==> src/rtl/assert_macros.svh <==
// ----------------------------------------------------------------------------
// assertion macros
// shared shorthand for clocked concurrent checks
// ----------------------------------------------------------------------------
`ifndef ASSERT_MACROS_SVH
`define ASSERT_MACROS_SVH

// property holds at every edge out of reset
`define SPQ_ASSERT(label, clk, rst_n, prop, msg) \
    label: assert property (@(posedge clk) disable iff (!rst_n) (prop)) else $error(msg);

// antecedent implies consequent in the same cycle
`define SPQ_ASSERT_IMP(label, clk, rst_n, ante, cons, msg) \
    label: assert property (@(posedge clk) disable iff (!rst_n) (ante) |-> (cons)) \
        else $error(msg);

// antecedent implies consequent in the next cycle
`define SPQ_ASSERT_NXT(label, clk, rst_n, ante, cons, msg) \
    label: assert property (@(posedge clk) disable iff (!rst_n) (ante) |=> (cons)) \
        else $error(msg);

`endif

==> src/rtl/spq_pkg.sv <==
`timescale 1ns / 1ps
// ----------------------------------------------------------------------------
// spq_pkg
// shared types and constants of the sorted priority queue
// ----------------------------------------------------------------------------
package spq_pkg;

    localparam int DEPTH_DEF = 16;
    localparam int VALUE_W   = 32;
    localparam int PRIO_W    = 16;
    localparam int OCC_W     = 5;

    // operation carried in the input tuser
    localparam logic MODE_INSERT = 1'b0;
    localparam logic MODE_REMOVE = 1'b1;

    // result kind carried in the output tuser
    typedef enum logic [1:0] {
        ST_INSERTED = 2'd0,
        ST_REMOVED  = 2'd1,
        ST_EMPTY    = 2'd2,
        ST_FULL     = 2'd3
    } status_t;

    // command broadcast to every cell of the chain
    typedef struct packed {
        logic                      ins;
        logic                      rem;
        logic signed [VALUE_W-1:0] value;
        logic        [PRIO_W-1:0]  prio;
    } cell_cmd_t;

endpackage

==> src/rtl/spq_cell.sv <==
`timescale 1ns / 1ps
// ----------------------------------------------------------------------------
// spq_cell
// one slot of the sorted chain: holds an entry, compares it against the
// incoming priority and shifts with its neighbors on insert or remove
// ----------------------------------------------------------------------------
module spq_cell
    import spq_pkg::*;
(
    input  logic                      clk,
    input  cell_cmd_t                 cmd,
    input  logic                      occupied,
    input  logic                      left_gt,
    input  logic signed [VALUE_W-1:0] left_value,
    input  logic        [PRIO_W-1:0]  left_prio,
    input  logic signed [VALUE_W-1:0] right_value,
    input  logic        [PRIO_W-1:0]  right_prio,
    output logic                      gt,
    output logic signed [VALUE_W-1:0] value,
    output logic        [PRIO_W-1:0]  prio
);

    logic signed [VALUE_W-1:0] value_reg;
    logic signed [VALUE_W-1:0] value_next;
    logic        [PRIO_W-1:0]  prio_reg;
    logic        [PRIO_W-1:0]  prio_next;

    // new entry goes ahead of this slot: slot empty or strictly larger key
    assign gt = !occupied || (prio_reg > cmd.prio);

    // shift from right on remove, from left or take new entry on insert
    always_comb
    begin
        value_next = value_reg;
        prio_next  = prio_reg;
        if (cmd.rem)
        begin
            value_next = right_value;
            prio_next  = right_prio;
        end
        else if (cmd.ins && gt)
        begin
            if (left_gt)
            begin
                value_next = left_value;
                prio_next  = left_prio;
            end
            else
            begin
                value_next = cmd.value;
                prio_next  = cmd.prio;
            end
        end
    end

    // payload storage, no reset
    always_ff @(posedge clk)
    begin
        value_reg <= value_next;
        prio_reg  <= prio_next;
    end

    assign value = value_reg;
    assign prio  = prio_reg;

endmodule

==> src/rtl/sorted_priority_queue_unit.sv <==
// an accepted item's result is written to the output register and shown from the next cycle
// throughput: one item per cycle, insert or remove alike, at any occupancy, while the output is not stalled
// every cell of the chain compares and shifts in the same cycle
// reset clears the fill count and output valid; slot contents stay undefined
`timescale 1ns / 1ps
// ----------------------------------------------------------------------------
// sorted_priority_queue_unit
// bounded priority queue kept sorted by ascending priority in a chain of
// compare-and-shift cells; equal priorities leave in arrival order
// ----------------------------------------------------------------------------
`include "assert_macros.svh"

module sorted_priority_queue_unit
    import spq_pkg::*;
#(
    parameter int DEPTH = DEPTH_DEF
)
(
    input  logic        clk,
    input  logic        rst_n,
    input  logic        s_axis_tvalid,
    output logic        s_axis_tready,
    input  logic [47:0] s_axis_tdata,   // [31:0] entry_value, [47:32] entry_priority
    input  logic [0:0]  s_axis_tuser,   // [0] mode
    output logic        m_axis_tvalid,
    input  logic        m_axis_tready,
    output logic [55:0] m_axis_tdata,   // [31:0] removed_value, [47:32] removed_priority,
                                        // [52:48] occupancy, [55:53] zero
    output logic [1:0]  m_axis_tuser    // [1:0] status
);

    localparam int CNT_W = $clog2(DEPTH + 1);

    logic                      accept;
    logic                      in_mode;
    logic                      full;
    logic                      empty;
    cell_cmd_t                 cmd;

    logic [CNT_W-1:0]          count_reg;
    logic [CNT_W-1:0]          count_next;

    logic                      out_valid_reg;
    logic                      out_valid_next;
    status_t                   out_status_reg;
    status_t                   out_status_next;
    logic signed [VALUE_W-1:0] out_value_reg;
    logic signed [VALUE_W-1:0] out_value_next;
    logic        [PRIO_W-1:0]  out_prio_reg;
    logic        [PRIO_W-1:0]  out_prio_next;
    logic        [OCC_W-1:0]   out_occ_reg;
    logic        [OCC_W-1:0]   out_occ_next;

    logic signed [VALUE_W-1:0] cell_value [DEPTH];
    logic        [PRIO_W-1:0]  cell_prio  [DEPTH];
    logic                      cell_gt    [DEPTH];

    // input handshake, output register frees as it is taken
    assign s_axis_tready = !out_valid_reg || m_axis_tready;
    assign accept        = s_axis_tvalid && s_axis_tready;
    assign in_mode       = s_axis_tuser[0];
    assign full          = (count_reg == CNT_W'(DEPTH));
    assign empty         = (count_reg == '0);

    // command to the chain
    always_comb
    begin
        cmd.ins   = accept && (in_mode == MODE_INSERT) && !full;
        cmd.rem   = accept && (in_mode == MODE_REMOVE) && !empty;
        cmd.value = s_axis_tdata[VALUE_W-1:0];
        cmd.prio  = s_axis_tdata[VALUE_W+PRIO_W-1:VALUE_W];
    end

    // chain of cells, slot 0 is the front
    genvar gi;
    generate
        for (gi = 0; gi < DEPTH; gi++)
        begin : g_cell
            logic                      left_gt;
            logic signed [VALUE_W-1:0] left_value;
            logic        [PRIO_W-1:0]  left_prio;
            logic signed [VALUE_W-1:0] right_value;
            logic        [PRIO_W-1:0]  right_prio;

            if (gi == 0)
            begin : g_head
                assign left_gt    = 1'b0;
                assign left_value = cell_value[gi];
                assign left_prio  = cell_prio[gi];
            end
            else
            begin : g_body
                assign left_gt    = cell_gt[gi-1];
                assign left_value = cell_value[gi-1];
                assign left_prio  = cell_prio[gi-1];
            end

            if (gi == DEPTH - 1)
            begin : g_tail
                assign right_value = cell_value[gi];
                assign right_prio  = cell_prio[gi];
            end
            else
            begin : g_next
                assign right_value = cell_value[gi+1];
                assign right_prio  = cell_prio[gi+1];
            end

            spq_cell u_cell
            (
                .clk         (clk),
                .cmd         (cmd),
                .occupied    (CNT_W'(gi) < count_reg),
                .left_gt     (left_gt),
                .left_value  (left_value),
                .left_prio   (left_prio),
                .right_value (right_value),
                .right_prio  (right_prio),
                .gt          (cell_gt[gi]),
                .value       (cell_value[gi]),
                .prio        (cell_prio[gi])
            );
        end
    endgenerate

    // fill count and result
    always_comb
    begin
        count_next      = count_reg;
        out_valid_next  = out_valid_reg;
        out_status_next = out_status_reg;
        out_value_next  = out_value_reg;
        out_prio_next   = out_prio_reg;
        out_occ_next    = out_occ_reg;
        if (cmd.ins)
        begin
            count_next = count_reg + CNT_W'(1);
        end
        else if (cmd.rem)
        begin
            count_next = count_reg - CNT_W'(1);
        end
        if (accept)
        begin
            out_valid_next = 1'b1;
            out_value_next = '0;
            out_prio_next  = '0;
            out_occ_next   = OCC_W'(count_next);
            if (in_mode == MODE_INSERT)
            begin
                out_status_next = full ? ST_FULL : ST_INSERTED;
            end
            else if (empty)
            begin
                out_status_next = ST_EMPTY;
            end
            else
            begin
                out_status_next = ST_REMOVED;
                out_value_next  = cell_value[0];
                out_prio_next   = cell_prio[0];
            end
        end
        else if (m_axis_tready)
        begin
            out_valid_next = 1'b0;
        end
    end

    // control registers
    always_ff @(posedge clk or negedge rst_n)
    begin
        if (!rst_n)
        begin
            count_reg     <= '0;
            out_valid_reg <= 1'b0;
        end
        else
        begin
            count_reg     <= count_next;
            out_valid_reg <= out_valid_next;
        end
    end

    // result payload, no reset
    always_ff @(posedge clk)
    begin
        out_status_reg <= out_status_next;
        out_value_reg  <= out_value_next;
        out_prio_reg   <= out_prio_next;
        out_occ_reg    <= out_occ_next;
    end

    assign m_axis_tvalid = out_valid_reg;
    assign m_axis_tuser  = out_status_reg;
    assign m_axis_tdata  = {3'b000, out_occ_reg, out_prio_reg, out_value_reg};

    // checks
    `SPQ_ASSERT(a_count_bound, clk, rst_n, count_reg <= CNT_W'(DEPTH),
        "fill count above depth")
    `SPQ_ASSERT_NXT(a_insert_count, clk, rst_n,
        accept && in_mode == MODE_INSERT && !full,
        count_reg == $past(count_reg) + CNT_W'(1), "insert did not grow the queue")
    `SPQ_ASSERT_NXT(a_remove_front, clk, rst_n,
        accept && in_mode == MODE_REMOVE && !empty,
        out_status_reg == ST_REMOVED && out_value_reg == $past(cell_value[0]),
        "remove did not return the front entry")
    `SPQ_ASSERT_IMP(a_front_sorted, clk, rst_n, count_reg >= CNT_W'(2),
        cell_prio[0] <= cell_prio[1], "front entries out of order")

endmodule

==> config.mk <==
export PLATFORM = sky130hd
export DESIGN_NAME = sorted_priority_queue_unit
export DESIGN_NICKNAME = d
export VERILOG_FILES = /design/src/rtl/spq_pkg.sv /design/src/rtl/spq_cell.sv /design/src/rtl/sorted_priority_queue_unit.sv
export VERILOG_INCLUDE_DIRS = /design/src /design/src/rtl
export SDC_FILE = /design/constraint.sdc
export NUM_CORES = 2
export LEC_CHECK = 0
export ABC_CLOCK_PERIOD_IN_PS = 15330
export BUFFER_PORTS_ARGS = -buffer_cell sky130_fd_sc_hd__buf_2
export CAP_MARGIN = 20
export CORE_MARGIN = 2
export CORE_UTILIZATION = 49
export CTS_BUF_LIST = sky130_fd_sc_hd__clkbuf_8 sky130_fd_sc_hd__clkbuf_16
export DETAILED_ROUTE_END_ITERATION = 7
export GPL_ROUTABILITY_DRIVEN = 0
export PLACE_DENSITY_LB_ADDON = 0.05
export SLEW_MARGIN = 20
export SYNTH_ARGS = -nofsm -noshare
export SYNTH_HDL_FRONTEND = slang
export SYNTH_SLANG_ARGS = --single-unit
==> constraint.sdc <==
create_clock -name clk -period 15.33 [get_ports clk]
set_input_delay 2.2995 -clock clk [delete_from_list [all_inputs] [get_ports clk]]
set_output_delay 2.2995 -clock clk [all_outputs]
set_load 0.01 [all_outputs]
==> metrics.txt <==
status=finished clean; clock sink count=just over 800; DRT iter0 DRCs=around 4,900; initial core utilization=approximately 50%; hpwl dp=97.7 mm; DRT Pass-1 Iters=6; post_cts resized=0; post-CTS setup buffers=0; Fmax=between 0.15 and 0.2 GHz; clk_lat worst skew=0.69 ns; vias in the first global route=34,900; Syn Area/Cell=roughly 11 µm²; Main synth FF type=edfxtp_1; Worst path max stage delay=0.88 ns; max-slew violation count=0; area post-placement=between 40,000 and 50,000 µm²; number of synthesized register bits=just over 800; Min Clock Period, post-route=approximately 6.5 ns; Die Ht=about 300 µm; Hold Buf Count CTS=0; max-cap viol count=0; Site Rows=~110; relative slew slack=12.7%; Setup TNS=0 ns; clk_skew=between 0.03 and 0.04 ns; CTS H-tree depth=3; hold violation count in the final report=0; critical path required time=15.68 ns; Die ar.=~95,000 µm²; asr flop ratio synth=less than 1%; Synth Instances=around 4,300; share of the synthesized area in the top cell type=54.2%; Final period util=a little over two fifths; Num CTS Buffers=91; share of cells above drive strength 1=~11%; Yosys warning total=0; Critical Path Most Common Cell=buf_4; pin count of the biggest net entering global routing=approximately 230; endpoints failing setup=0; core area=between 90,000 and 100,000 µm²; register area share after synthesis=54.5%; clock-pin transition on the worst setup and hold timing paths=0.06 ns; Post-Route WL=approximately 170 mm; post-synthesis instance area=between 40,000 and 50,000 µm²; commonest non-fill, non-tap cell in the layout=edfxtp_1; arrival time at the worst endpoint=roughly 6.9 ns; peak supply drop=around 0.13 mV; PortBufs=109; layout overhead on the synthesized area=9.44%; Finished Cell Area=approximately 50,000 µm²; first-pass GRT wire length=~240 mm; commonest cells after routing, fill and taps aside=edfxtp_1 (823), nor2_1 (822), a21oi_1 (373); Yosys cell types=72; Setup crit start kind=input pin; PwrDens=170 nW/µm²; CTS root buf=clkbuf_16; Worst Hold Class=register to register; Static Leak=17.8 nW; # IOs=113; cells along the critical path=buf_2 > nand2b_1 > nand2_1 > inv_2 > o211ai_4 > buf_12 > buf_4 > o211a_2 > buf_4 > nor2_4 > buf_4; routed wire length per instance=29.9 µm; Slowest cell on crit path=buf_4; TritonCTS clock tree=built; vias=roughly 37,000; area leader, netlist=edfxtp_1; number of flops mapped to enable cells by yosys=823; CP Capture Type=register; drt via density=around 6.6; drt drc=0; Slew @ Worst Pin=~1.3 ns; RSZ-0062 raised after global routing=false; Die X-Extent=309 µm; Worst Path Class, Setup=input pin to register; Nets=between 4,000 and 5,000; gr ovfl total=0; max FFs per register=512; synth top area cells=edfxtp_1 (54%), ha_1 (7.1%), nor2_1 (6.8%); critical path fanouts, max=roughly 190; GRT Util Overall=34.2%; Antenna Violating Nets Remaining=0; antenna violations before repair=7; CTS Buffer Depth=3
## routing by layer
| metal | up-vias | GRT usage, % | part of all wire [%] |
|---|---|---|---|
| li1 | 16000 | - | - |
| met1 | 18100 | 47.4 | 41 |
| met2 | 2088 | 52.4 | 44 |
| met3 | 414 | 5.73 | 9.1 |
| met4 | 2 | 16.4 | 5.3 |
| met5 | - | 0 | 0.0042 |
## synthesized netlist by cell type, types with 49 or more instances
cell type and instances:
nor2_1 829, edfxtp_1 823, a21oi_1 375, o22ai_1 290, nand2_1 285, ha_1 259
clkbuf_1 184, nor3_1 149, buf_2 117, o221a_2 87, nand2b_1 83, o221a_1 57
and2_1 52, or3_1 50, a221oi_1 49, o221ai_1 49
## per-stage QoR
| step | util [%] | hold slack (ns) | setup WS, ns | power (mW) | instances |
|---|---|---|---|---|---|
| floorplan | - | 0.511 | 6.54 | 5.20 | 4275 |
| global placement | 51.1 | 0.516 | 8.27 | 6.21 | 5342 |
| detailed placement | 51.1 | 0.531 | 8.26 | 6.26 | 5343 |
| CTS | 54.2 | 0.547 | 8.95 | 8.42 | 5509 |
| global route | 54.3 | 0.575 | 8.74 | 8.79 | 5511 |
| finish | 54.3 | 0.547 | 8.80 | 8.48 | 5513 |
## power breakdown
part	internal (mW)	switching, mW	leakage [nW]
Clock	1.21	0.959	1.47
Sequential	3.18	0.327	7.68
Combinational	0.887	1.91	8.63
## worst paths after layout
check                                                  to          start  cells past startpoint  slack (ns)
worst max-delay path            g_cell[1].u_cell.prio[12]  m_axis_tready                     11        8.80
worst min-delay path                        m_axis_tvalid  m_axis_tvalid                      2        0.55
worst max register to register  g_cell[1].u_cell.prio[12]   count_reg[1]                     10       10.08
worst min register to register              m_axis_tvalid  m_axis_tvalid                      2        0.55
max in group asynchronous                    count_reg[4]          rst_n                      1       13.71
min in group asynchronous                    count_reg[3]          rst_n                      1        1.45
## area by class of cell
class                      count  area, µm²
tap                         1243       1560
multi-input combinational   3047      19300
inverter                      46        173
clock inverter                70        505
antenna                        4       10.0
fill                        8158      42100
timing repair buffer         178       1110
clock buffer                  96       2370
sequential                   829      24900
## cells by family after synthesis
logic type / Yosys count / synth area share [%]
simple gates: 1575 / 15.1
xor+xnor: 4 / 0.0769
flops: 829 / 54.5
other cells: 1 / 0.00823
mux: 95 / 2.22
fa+ha+maj: 259 / 7.11
buf+inv: 399 / 4.00
compound gates: 1111 / 16.9
## worst max-delay path, delay by kind of cell
family                 cells  cell delay (ns)
and+or+nand+nor            3             0.38
buffers and inverters      6             3.02
AOI/OAI and AO/OA          2             0.98
Note: power is estimated with default switching activity, not from simulation.
